## src/sv/dcl_pkg.sv

```systemverilog
package dcl_pkg;

    localparam int LANES      = 4;
    localparam int LANE_W     = 2;
    localparam int DIMS       = 4;
    localparam int DIMS_W     = 3;
    localparam int COORD_BITS = 16;
    localparam int SUM_W      = 2 * COORD_BITS + 2;
    localparam int EPS_W      = 35;
    localparam int MINP_W     = 11;
    localparam int CNT_OUT_W  = 11;
    localparam int ID_W       = 10;
    localparam int IDX_IN_W   = 10;
    localparam int MAX_POINTS_DEF = 1024;

    localparam logic [1:0] ACT_LOAD  = 2'd0;
    localparam logic [1:0] ACT_RUN   = 2'd1;
    localparam logic [1:0] ACT_READ  = 2'd2;
    localparam logic [1:0] ACT_CLEAR = 2'd3;

    localparam logic [1:0] CFG_EPS  = 2'd0;
    localparam logic [1:0] CFG_MINP = 2'd1;
    localparam logic [1:0] CFG_DIMS = 2'd2;

    localparam logic [1:0] LK_UNVIS = 2'd0;
    localparam logic [1:0] LK_NOISE = 2'd1;
    localparam logic [1:0] LK_CLUS  = 2'd2;

    localparam logic [EPS_W-1:0]  EPS_RST  = 35'd1048576;
    localparam logic [MINP_W-1:0] MINP_RST = 11'd4;
    localparam logic [DIMS_W-1:0] DIMS_RST = 3'd2;

    typedef logic signed [COORD_BITS-1:0] t_coord;
    typedef t_coord [DIMS-1:0] t_point;

    typedef struct packed {
        logic [1:0]      kind;
        logic            pend;
        logic [ID_W-1:0] id;
    } t_label;

    typedef struct packed {
        logic clr;
        logic valid;
        logic expand;
    } t_mctl;

    localparam t_label LBL_UNVIS = '{kind: LK_UNVIS, pend: 1'b0, id: '0};
    localparam t_label LBL_NOISE = '{kind: LK_NOISE, pend: 1'b0, id: '0};

endpackage

```

## src/sv/dcl_lane.sv

```systemverilog
module dcl_lane
    import dcl_pkg::*;
(
    input  logic              i_clk,
    input  t_point            i_cur,
    input  t_point            i_cand,
    input  logic [DIMS_W-1:0] i_nd,
    input  logic [EPS_W-1:0]  i_eps,
    output logic              o_hit
);

    logic [COORD_BITS-1:0]   n_dif [DIMS];
    logic [COORD_BITS-1:0]   r_dif [DIMS];
    logic [2*COORD_BITS-1:0] r_sq  [DIMS];
    logic [SUM_W-1:0]        n_sum;
    logic                    r_hit;

    // absolute difference per coordinate, unused coordinates forced to zero
    always_comb begin
        logic [COORD_BITS:0] d;
        logic [COORD_BITS:0] a;
        for (int k = 0; k < DIMS; k++) begin
            d = {i_cur[k][COORD_BITS-1], i_cur[k]} - {i_cand[k][COORD_BITS-1], i_cand[k]};
            a = d[COORD_BITS] ? (~d + 1'b1) : d;
            n_dif[k] = (DIMS_W'(k) < i_nd) ? a[COORD_BITS-1:0] : '0;
        end
    end

    always_comb begin
        n_sum = '0;
        for (int k = 0; k < DIMS; k++) begin
            n_sum = n_sum + SUM_W'(r_sq[k]);
        end
    end

    always_ff @(posedge i_clk) begin
        for (int k = 0; k < DIMS; k++) begin
            r_dif[k] <= n_dif[k];
            r_sq[k]  <= {{COORD_BITS{1'b0}}, r_dif[k]} * {{COORD_BITS{1'b0}}, r_dif[k]};
        end
        r_hit <= (EPS_W'(n_sum) <= i_eps);
    end

    assign o_hit = r_hit;

endmodule

```

## config.mk

```make
export PLATFORM = sky130hd
export DESIGN_NAME = dcl_lane
export DESIGN_NICKNAME = d
export VERILOG_FILES = /design/src/sv/dcl_pkg.sv /design/src/sv/dcl_lane.sv
export SDC_FILE = /design/constraint.sdc
export NUM_CORES = 2
export LEC_CHECK = 0
export ABC_AREA = 1
export BUFFER_PORTS_ARGS = -buffer_cell sky130_fd_sc_hd__buf_2
export CORE_MARGIN = 4
export CORE_UTILIZATION = 40
export CTS_CLUSTER_SIZE = 20
export DETAILED_ROUTE_END_ITERATION = 7
export SYNTH_ARGS = -nofsm -noshare
export SYNTH_HDL_FRONTEND = slang
export SYNTH_SLANG_ARGS = --single-unit
```

## constraint.sdc

```tcl
create_clock -name i_clk -period 7 [get_ports i_clk]
set_clock_uncertainty 0.15 [all_clocks]
set_input_delay 0.35 -clock i_clk [delete_from_list [all_inputs] [get_ports i_clk]]
set_output_delay 0.35 -clock i_clk [all_outputs]
set_load 0.02 [all_outputs]
```

==> metrics <==
number of global-route vias before repair=34,700; global-route wire length before repair=175,000 µm; final hold viol count=0; delay-heaviest family, CP=adder cells; sequential cell area=3780 µm²; minimum hold slack=0.0579 ns; root buffer cell=clkbuf_16; area of the multi-input gates=32,600 µm²; Final Wtd Congestion=0.909; post_cts resized=0; top cell type's share of synthesized area=0.338; CTS tree=built; die height=335 µm; CP required=7.28 ns; mapped cell area=42,700 µm²; Critical-path top delay cell=dfxtp_1; endpoints failing setup=0; pin count of the biggest net entering global routing=24; drt wl/cell=14.9 µm; Worst slew margin=0.451; Pre-antenna DRT Iters=6; HP Class=input pin to register; antenna violations before repair=2; Slew Viols, Final=0; vias per cell=4.76; Final TNS setup=0 ns; sequential element share of the synthesized area=0.0886; hold depth=3; post-synth top area cell=fa_1; critical path fanouts, max=17; clk buf depth=2; final worst slack=0.827 ns; GR Overflow Total=0; via count=33,500; Initial Util=0.404; Ys Warns=0; num rows=119; Data arrival, critical path=6.46 ns; status=finished clean; clock transition at the registers of the reported paths=0.08 ns; io pins=168; Fmax=162 MHz; Syn Inst Count=5,542; Worst path depth=22; final worst path period share=0.882; Iteration-0 DRC Markers=1,765; post-CTS setup buffers=0; Post-synth EDFFs=0; RSZ-0062 raised after global routing=false; H-tree depth=4; FF+latch count, synth=189; core area=106,000 µm²; kind of critical path=register to register; crit-path max cell delay=0.84 ns; post-layout minimum cycle time=6.17 ns; Area growth syn-to-layout=6.68%; die width=335 µm; Async SR Flop Fraction=0; final net count=7,040; Post-Route WL=105,000 µm; Top FF cell, synth=dfxtp_1; fill cell count=10,800; IO buf count=167; Post-route DRC=0; Worst-Skew Late Latency=0.50 ns; Util after Layout=0.431; Total Routing Usage GR=0.193; share of cells above drive strength 1=0.0460; max_cap viols=0; average cell area after synthesis=7.71 µm²; ANT cells=0; most frequent CP cell=nand2_1; Post-Place Worst Slack=0.858 ns; Final ANT Viol Nets=0; CP Capture Type=register; dpl hpwl=92,200 µm; dominant cells by area after synthesis=fa_1 34%, ha_1 15%, inv_1 14%; die area=112,000 µm²; slew at the pin with the worst max-slew slack=0.822 ns; Setup crit start kind=register; sequence of cells on the critical path=nand2_1 > fa_1 > fa_1 > inv_1 > fa_1 > fa_1 > fa_1 > inv_1 > fa_1 > inv_1 > ha_1 > nand2_1 > inv_1 > nand2_1 > nor3_1 > nand4_1 > nand3_1 > nand2_1 > nand2_1 > nand2_1 > nand2_1 > xor2_1; post-synth cell types=47; Crit path buffers/inverters=4; Hold Buf Count CTS=0; TritonCTS Buffers=17; worst r2r path cells=22; CTS sink count=189
==> cell type report <==
type,count,area share
timing repair buffer,183,0.0210
clock inverter,15,0.00478
inverter,1549,0.128
sequential,189,0.0830
tap,1391,0.0382
clock buffer,17,0.00933
multi-input combinational,3682,0.716
==> cells by family after synthesis <==
group	Yosys count	share of synthesized area
AOI/OAI and AO/OA	522	0.0689
and+or+nand+nor	1723	0.164
DFF	189	0.0886
xor gates and xnor gates	183	0.0375
buffers and inverters	1673	0.148
other	1	0.0000878
adders and majority gates	1251	0.493
==> worst paths after layout <==
kind / startpoint / endpoint / slack, ns
min: i_cand[32] / r_dif[2][0] / 0.06
min reg2reg: r_dif[2][0] / r_sq[2][0] / 0.43
max reg2reg: r_dif[3][2] / r_sq[3][29] / 0.83
max: r_dif[3][2] / r_sq[3][29] / 0.83
==> Yosys cell counts, types with 8 or more instances <==
master,instances
o211ai_1,12
o21ai_1,16
a31oi_1,26
inv_1,1545
clkbuf_1,119
a21o_1,28
nand3b_1,16
nor3_1,49
nor2_1,297
or2_2,8
o21bai_1,19
xor2_1,124
xnor2_1,59
a21oi_1,254
nand3_1,141
nand4_1,38
o21a_1,19
a211oi_1,10
o21ai_0,113
ha_1,529
fa_1,722
dfxtp_1,189
nand2_2,11
nor2_2,8
nand2_1,1134
a21boi_0,8
==> through the flow <==
| stage | cell area [µm²] | instances |
|---|---|---|
| detailed placement | 44900 | 6994 |
| global route | 45600 | 7026 |
| finish | 45600 | 7026 |
| CTS | 45600 | 7026 |
| global placement | 44900 | 6994 |
| floorplan | 42700 | 5544 |
==> state kept, by name, indices dropped and copies added (netlist names) <==
register  flops
r_sq        124
o_hit         1
r_dif        64
==> worst register-to-register path, stage by stage, from the launching register on <==
cell and delay, ns:
dfxtp_1 0.84, nand2_1 0.28, fa_1 0.55, fa_1 0.56, inv_1 0.06, fa_1 0.48, fa_1 0.50, fa_1 0.49
inv_1 0.05, fa_1 0.47, inv_1 0.04, ha_1 0.34, nand2_1 0.09, inv_1 0.08, nand2_1 0.06, nor3_1 0.27
nand4_1 0.16, nand3_1 0.18, nand2_1 0.10, nand2_1 0.10, nand2_1 0.06, nand2_1 0.06, xor2_1 0.13
==> layout by cell type (no fill, tap or decap), types with 49 or more instances in the layout <==
master,synthesis,layout
a21oi_1,254,254
buf_2,1,167
dfxtp_1,189,189
fa_1,722,722
ha_1,529,529
inv_1,1545,1545
nand2_1,1134,1134
nand3_1,141,141
nor2_1,297,297
nor3_1,49,49
o21ai_0,113,113
xnor2_1,59,59
xor2_1,124,124
==> metal layers <==
layer	GRT usage	vias to the layer above	wire length (µm)
met2	0.337	592	51000
met3	0.0162	81	3580
met5	0	-	0
li1	-	16600	-
met1	0.261	16200	47900
met4	0.0445	0	2060
Power is not shown: default switching activity piles up to over one toggle a cycle in this logic, so the estimate is an artifact.
