File: src/sv/dcl_pkg.sv
package dcl_pkg;

    localparam int LANES      = 4;
    localparam int LANE_W     = 2;
    localparam int DIMS       = 4;
    localparam int DIMS_W     = 3;
    localparam int COORD_BITS = 16;
    localparam int SUM_W      = 2 * COORD_BITS + 2;
    localparam int EPS_W      = 35;
    localparam int MINP_W     = 11;
    localparam int CNT_OUT_W  = 11;
    localparam int ID_W       = 10;
    localparam int IDX_IN_W   = 10;
    localparam int MAX_POINTS_DEF = 1024;

    localparam logic [1:0] ACT_LOAD  = 2'd0;
    localparam logic [1:0] ACT_RUN   = 2'd1;
    localparam logic [1:0] ACT_READ  = 2'd2;
    localparam logic [1:0] ACT_CLEAR = 2'd3;

    localparam logic [1:0] CFG_EPS  = 2'd0;
    localparam logic [1:0] CFG_MINP = 2'd1;
    localparam logic [1:0] CFG_DIMS = 2'd2;

    localparam logic [1:0] LK_UNVIS = 2'd0;
    localparam logic [1:0] LK_NOISE = 2'd1;
    localparam logic [1:0] LK_CLUS  = 2'd2;

    localparam logic [EPS_W-1:0]  EPS_RST  = 35'd1048576;
    localparam logic [MINP_W-1:0] MINP_RST = 11'd4;
    localparam logic [DIMS_W-1:0] DIMS_RST = 3'd2;

    typedef logic signed [COORD_BITS-1:0] t_coord;
    typedef t_coord [DIMS-1:0] t_point;

    typedef struct packed {
        logic [1:0]      kind;
        logic            pend;
        logic [ID_W-1:0] id;
    } t_label;

    typedef struct packed {
        logic clr;
        logic valid;
        logic expand;
    } t_mctl;

    localparam t_label LBL_UNVIS = '{kind: LK_UNVIS, pend: 1'b0, id: '0};
    localparam t_label LBL_NOISE = '{kind: LK_NOISE, pend: 1'b0, id: '0};

endpackage

File: src/sv/dcl_merge.sv
module dcl_merge
    import dcl_pkg::*;
#(
    parameter int CNT_W = 11
) (
    input  logic             i_clk,
    input  logic             i_rst_n,
    input  t_mctl            i_ctl,
    input  logic [LANES-1:0] i_hit,
    input  logic [LANES-1:0] i_mask,
    input  t_label           i_lbl [LANES],
    input  logic [ID_W-1:0]  i_id,
    output logic [CNT_W-1:0] o_cnt,
    output logic [LANES-1:0] o_we,
    output t_label           o_wlbl [LANES]
);

    logic [CNT_W-1:0] r_cnt;
    logic [LANE_W:0]  n_pop;
    logic [LANES-1:0] near;

    assign near = i_hit & i_mask & {LANES{i_ctl.valid}};

    always_comb begin
        n_pop = '0;
        for (int l = 0; l < LANES; l++) begin
            n_pop = n_pop + (LANE_W + 1)'(near[l]);
        end
    end

    // unvisited neighbours join and go pending; noise neighbours become border
    always_comb begin
        for (int l = 0; l < LANES; l++) begin
            o_we[l] = i_ctl.expand && near[l]
                      && (i_lbl[l].kind == LK_UNVIS || i_lbl[l].kind == LK_NOISE);
            o_wlbl[l] = '{kind: LK_CLUS, pend: (i_lbl[l].kind == LK_UNVIS), id: i_id};
        end
    end

    always_ff @(posedge i_clk) begin
        if (!i_rst_n) begin
            r_cnt <= '0;
        end else if (i_ctl.clr) begin
            r_cnt <= '0;
        end else if (i_ctl.valid && !i_ctl.expand) begin
            r_cnt <= r_cnt + CNT_W'(n_pop);
        end
    end

    assign o_cnt = r_cnt;

endmodule

File: config.mk
export PLATFORM = sky130hd
export DESIGN_NAME = dcl_merge
export DESIGN_NICKNAME = d
export VERILOG_FILES = /design/src/sv/dcl_pkg.sv /design/src/sv/dcl_merge.sv
export SDC_FILE = /design/constraint.sdc
export NUM_CORES = 1
export LEC_CHECK = 0
export BUFFER_PORTS_ARGS = -buffer_cell sky130_fd_sc_hd__buf_2
export CELL_PAD_IN_SITES_DETAIL_PLACEMENT = 1
export CELL_PAD_IN_SITES_GLOBAL_PLACEMENT = 1
export CORE_UTILIZATION = 16
export CTS_CLUSTER_DIAMETER = 120
export DETAILED_ROUTE_END_ITERATION = 8
export MAX_ROUTING_LAYER = met4
export PLACE_DENSITY_LB_ADDON = 0.1
export SLEW_MARGIN = 20
export SYNTH_ARGS = -nofsm -noshare
export SYNTH_HDL_FRONTEND = slang
export SYNTH_SLANG_ARGS = --single-unit
File: constraint.sdc
create_clock -name i_clk -period 2.4 [get_ports i_clk]
set_input_delay 0.12 -clock i_clk [delete_from_list [all_inputs] [get_ports i_clk]]
set_output_delay 0.12 -clock i_clk [all_outputs]
set_load 0.01 [all_outputs]
==> run metrics, run 1 <==
status finished, violations left; failing checks setup timing; Post-DP HPWL 1860 um; setup ws final -0.0795 ns; total wire length ~2300 um; Diodes inserted 0; Synth-to-Final Area Change 4.94%; min-delay src i_id[2]; post-synth cell types 30; die footprint roughly 0.0067 mm2; Final period util 103%; Mapped Cells roughly 120; clock share of power between 40% and 50%; Reg-to-Reg Start o_cnt[0]; Worst-path clk slew roughly 0.05 ns; I/O pin total ~140; Place WS -0.287 ns; Antenna Nets Post-Route 0; Root Buffer clkbuf_8; All-Layer GR Usage under 10%; Detailed Routing Iterations Pass 1 2; WP data arrival roughly 2.6 ns; drt wl/cell 11.2 um; Peak VDD IR between 150 and 200 uV; nets roughly 210; Final setup viols 5; FF-to-FF path depth 7; Worst path top cell family by delay adder cells; R2R Setup Slk -0.08 ns; Syn Std Cell Area between 0.001 and 0.0015 mm2; maximum clock frequency 0.403 GHz; Starting Density roughly 17%; largest net degree at the start of global routing 12; Hold-fix buffers, CTS 0; Metal-1 WL between 900 and 1000 um; worst path bufs/invs 1; Rows 28; syn_area_per_cell between 8 and 9 um2; DRC 0; DR iter-0 viols 3; post-synthesis register bit count 11; worst skew pair latency around 0.24 ns; count of pins over their slew limit 0; Via density approximately 3.6; Tmin final roughly 2.5 ns; H-tree depth 1; ratio of cells with drive above 1 in the final layout approximately 44%; critical path, cell by cell inv_2 > fa_1 > fa_2 > fa_2 > or3b_4 > or3_1 > a21oi_1; top-area cell type share of the netlist area roughly 36%; Hold Worst Slack between 0.2 and 0.25 ns; Vias 733; grt ovf 0; worst slew pin tran ~0.5 ns; Die Y between 80 and 90 um; Num CTS Buffers 3; vias in the first global route just under 800; CTS tree yes; Multi-input gate area between 400 and 500 um2; critical path depth 7; Psw 106 uW; Gate power share about 14%; sequential cell area fraction in the yosys report a little over a fifth; Cell Int Power approximately 330 uW; IO Port Bufs 39; hold path cells 0; DR WL met3 166 um; clk buf depth 2; Post-CTS Setup Inserts 0; Slowest Stage Delay on Critical Path 0.45 ns; Setup CP Type reg2reg; Hold EP o_wlbl[15]; highest metal used met4; unrepaired setup endpoints after global routing true; Max Cap Violations 0; CP max-delay cell fa_1; worst hold path type in2out; YS warnings 0; Sequential Power Share around 43%; Reg area 221 um2; max FFs per register 11; Most used DFF post-synth dfxtp_1; ranking of synthesized cells by area buf_4, dfxtp_1, fa_1; crit path max fanout 7; Crit path top cell by count fa_2; Slew Limit Headroom between 60% and 70%; CTS sink count 11; Required @ worst endpoint approximately 2.6 ns; Worst Skew around 0.0027 ns; Net Sw Frac between 20% and 30%; CP startpoint kind flip-flop; asr flop ratio synth 0%; gpl congestion around 0.63; leak pwr approximately 0.00046 uW; cell taking the most area after synthesis buf_4; die width 81.6 um; PwrDens 410 mW/mm2; Fill cells about 760; Worst R2R End o_cnt[6]; first-pass GRT wire length about 3600 um; CORE AREA 0.00603 mm2; Post-synth EDFFs 0; metal2 WL between 1000 and 1500 um; Final Hold Fails 0; CP Capture Type flip-flop; initial antenna violation count 0
per-stage QoR:
| step | total power [uW] | instance area, um2 | utilization [%] | setup TNS, ns | std cells |
|---|---|---|---|---|---|
| 5_1_grt | 465 | 1060 | 17.6 | -0.899 | 204 |
| 6_report | 436 | 1060 | 17.6 | -0.270 | 204 |
| 4_1_cts | 447 | 1050 | 17.5 | -0.391 | 204 |
| 2_1_floorplan | 296 | 1050 | - | -0.220 | 130 |
| 3_3_place_gp | 252 | 1010 | 16.7 | -0.886 | 200 |
| 3_5_place_dp | 253 | 1010 | 16.7 | -1.28 | 200 |
power groups by stage:
stage / Combinational (uW) / Sequential (uW) / Clock, uW
2_1_floorplan: 107 / 189 / 0
3_3_place_gp: 62.9 / 189 / 0
3_5_place_dp: 63.7 / 189 / 0
4_1_cts: 63.7 / 185 / 199
5_1_grt: 70.9 / 185 / 209
6_report: 61.5 / 185 / 189
placed cells by master, fill, tap and decap left out, drive strengths merged:
cell type	count
buf	45
nor2	11
dfxtp	11
conb	8
nand3	5
inv	5
nor3b	4
a21oi	4
clkbuf	4
xor2	3
o21ai	3
fa	3
a211oi	2
o31ai	2
or4	2
nand2	2
xnor2	2
or3	2
o211ai	2
and2b	1
nand2b	1
nor2b	1
nand4	1
or3b	1
nor3	1
and3	1
nor4	1
ha	1
how the worst max path moves through the flow:
stage | from | end | slack [ns]
after CTS | o_cnt[0] | o_cnt[10] | -0.10
after global routing | o_cnt[0] | o_cnt[8] | -0.21
after global placement | i_ctl[1] | o_cnt[10] | -0.20
after detailed placement | i_ctl[1] | o_cnt[10] | -0.29
final | o_cnt[0] | o_cnt[6] | -0.08
after floorplan | o_cnt[0] | o_cnt[6] | -0.07
repair_timing:
action | in CTS | in global routing
pin swaps | 1 | 0
endpoints found under the setup margin | 5 | 5
gates resized for setup | 1 | 1
layer usage:
metal  global-route usage, %  vias to the layer above
met4                    3.51                        0
met1                    8.33                      337
met5                       -                        -
met3                    2.00                        6
li1                        -                      360
met2                    11.9                       30
cell usage after synthesis, types with 2 or more instances:
master / instances
buf_4: 48
dfxtp_1: 11
nor2_1: 11
inv_1: 5
nand3_1: 5
a21oi_1: 4
nor3b_1: 4
fa_1: 3
xor2_1: 3
a211oi_1: 2
conb_1: 2
nand2_1: 2
o211ai_1: 2
o21ai_0: 2
o31ai_1: 2
or3_1: 2
or4_1: 2
xnor2_1: 2
cell families after synthesis:
family          share of synthesized area (%)
flops                                    21.7
buf+inv                                  38.3
fa+ha+maj                                7.16
xor+xnor                                 4.32
other cells                             0.741
compound gates                           8.27
simple gates                             19.5
area by class of cell:
type | instances | share of cell area, %
Multi-Input combinational cell | 64 | 41.8
Timing Repair Buffer | 45 | 22.6
Sequential cell | 11 | 20.8
Tap cell | 75 | 8.82
Clock buffer | 4 | 4.24
Inverter | 5 | 1.76
No activity file was read; power rests on OpenSTA's default activity.
==> run 2: changes to the inputs <==
--- a/config.mk
+++ b/config.mk
@@ -8,9 +8,6 @@
 export BUFFER_PORTS_ARGS = -buffer_cell sky130_fd_sc_hd__buf_2
-export CELL_PAD_IN_SITES_DETAIL_PLACEMENT = 1
-export CELL_PAD_IN_SITES_GLOBAL_PLACEMENT = 1
-export CORE_UTILIZATION = 16
-export CTS_CLUSTER_DIAMETER = 120
+export CORE_UTILIZATION = 28
 export DETAILED_ROUTE_END_ITERATION = 8
 export MAX_ROUTING_LAYER = met4
-export PLACE_DENSITY_LB_ADDON = 0.1
+export PLACE_DENSITY = 0.78
 export SLEW_MARGIN = 20
==> constraint.sdc (replaced) <==
create_clock -name i_clk -period 2.4 [get_ports i_clk]
set_input_delay 0.36 -clock i_clk [delete_from_list [all_inputs] [get_ports i_clk]]
set_output_delay 0.36 -clock i_clk [all_outputs]
set_load 0.01 [all_outputs]
==> run metrics, run 2 (synthesized netlist as in run 1, its figures left out) <==
status finished, violations left; failing checks setup timing; CTS tree yes; Final period util 104% (+0.59 points); Post-DP HPWL 1450 um (-22%); Max Cap Violations 0 (unchanged); Multi-input gate area 460 um2 (+3.7%); CTS sink count 11 (unchanged); WP data arrival 2.69 ns (+0.05 ns); Cell Int Power 278 uW (-16%); Final setup viols 5 (unchanged); CP startpoint kind flip-flop; All-Layer GR Usage 10.0% (+2.7 points); CORE AREA 0.00339 mm2 (-44%); Final Non-Filler Cells 175 (-14%); dpl cells 169 (-16%); clk buf depth 2 (unchanged); Die Y 62.2 um (-24%); IO Port Bufs 39 (unchanged); largest net degree at the start of global routing 12 (unchanged); count of pins over their slew limit 0 (unchanged); Num CTS Buffers 3 (unchanged); Fill cells 366 (-52%); CP max-delay cell fa_1; Psw 99.3 uW (-6.6%); leak pwr 0.000440 uW (-4.5%); critical path, cell by cell inv_2 > fa_1 > fa_2 > fa_2 > or3b_4 > or3_1 > a21oi_1; gpl congestion 0.729 (+15%); crit path max fanout 6 (-1); most frequent cells in the layout buf_2, nor2_1, dfxtp_1; Setup CP Type reg2reg; I/O pin total 142 (unchanged); Net Sw Frac 26.3% (+1.9 points); unrepaired setup endpoints after global routing true; Place WS -0.432 ns (-0.145 ns); Rows 21 (-25%); Sequential Power Share 48.9% (+6.4 points); CP Capture Type flip-flop; Tot Pwr 378 uW (-13%); Peak VDD IR 98.7 uV (-42%); Hold Worst Slack 0.500 ns (+0.260 ns); Worst Skew 0.00260 ns (-0.0000585 ns); H-tree depth 1 (unchanged); Hold-fix buffers, CTS 0 (unchanged); Tmin final 2.49 ns (+0.0141 ns); Slowest Stage Delay on Critical Path 0.47 ns (+0.02 ns); max FFs per register 11 (unchanged); DRC 0 (unchanged); Worst-path clk slew 0.07 ns (+0.02 ns); Gate power share 17.0% (+2.9 points); die footprint 0.00386 mm2 (-42%); Root Buffer clkbuf_4; Detailed Routing Iterations Pass 1 4 (+2); worst skew pair latency 0.27 ns (+0.03 ns); nets 209 (unchanged); Vias 712 (-2.9%); ratio of cells with drive above 1 in the final layout 46.5% (+2.3 points); maximum clock frequency 0.401 GHz (-0.57%); total wire length 1840 um (-20%); Antenna Nets Post-Route 0 (unchanged); first-pass GRT wire length 2940 um (-19%); DR iter-0 viols 10 (+7); clock share of power 34.2% (-9.2 points); worst hold path type reg2reg; PwrDens 367 mW/mm2 (-10%); drt wl/cell 10.5 um (-6.4%); commonest non-fill, non-tap cell in the layout buf_2; Diodes inserted 0 (unchanged); initial antenna violation count 0 (unchanged); Crit path top cell by count fa_2; Synth-to-Final Area Change 1.48%; Required @ worst endpoint 2.60 ns (+0.04 ns); Starting Density 29.9% (+13 points); Reg area 221 um2 (unchanged); vias in the first global route 622 (-22%); grt ovf 0 (unchanged); setup ws final -0.0936 ns (-0.0141 ns); Final Hold Fails 0 (unchanged); die width 62.2 um (-24%); Via density 4.07 (+13%)
-- run 2: repair_timing --
| action | CTS | global route |
|---|---|---|
| setup buffers | 1 | 1 |
| gates cloned | 0 | 0 |
| pin swaps | 1 | 3 |
| endpoints found under the setup margin | 5 | 6 |
| resized for setup | 4 | 4 |
-- run 2: layout make-up --
cell class	instances	share of cell area, %
clock buffers	4	2.55
repair buffers	45	23.7
well taps	46	5.60
inverters	5	1.82
multi-input cells	64	44.8
flip-flops and latches	11	21.5
-- run 2: layer usage --
metal  vias up  global-route usage, %  routed length (um)
met1       314                   11.0                 721
met5         -                      -                   0
met4         0                   7.85                  27
li1        364                      -                   -
met3         5                   2.94                 181
met2        29                   15.2                 906
-- run 2: path summary, 6_finish.rpt --
| path | slack, ns | end | depth (start not counted) | from |
|---|---|---|---|---|
| max | -0.09 | o_cnt[4] | 7 | o_cnt[0] |
| min | 0.50 | o_cnt[9] | 2 | o_cnt[9] |
| max reg2reg | -0.09 | o_cnt[4] | 7 | o_cnt[0] |
| min reg2reg | 0.50 | o_cnt[9] | 2 | o_cnt[9] |
-- run 2: worst max-delay path: cells and delay by family (launching register included) --
| family | cells | cell delay, ns |
|---|---|---|
| adder cells (fa/ha/maj) | 3 | 1.18 |
| AND/OR/NAND/NOR | 2 | 0.74 |
| flip-flops | 1 | 0.33 |
| AO/OA/AOI/OAI | 1 | 0.12 |
| buffers and inverters | 1 | 0.04 |
-- run 2: power groups by stage --
stage / logic (uW) / clock network, uW / registers (uW)
6_report: 64.1 / 129 / 185
5_1_grt: 71.7 / 146 / 185
4_1_cts: 61.3 / 134 / 185
3_5_place_dp: 59.8 / 0 / 189
3_3_place_gp: 59.1 / 0 / 189
2_1_floorplan: 107 / 0 / 189
-- run 2: through the flow --
step	utilization, %	TNS [ns]	cell area [um2]
after floorplan	-	-0.552	1060
after detailed placement	28.5	-2.18	967
after global routing	30.3	-0.820	1030
final	30.3	-0.331	1030
after CTS	29.8	-0.269	1010
after global placement	28.5	-1.87	967
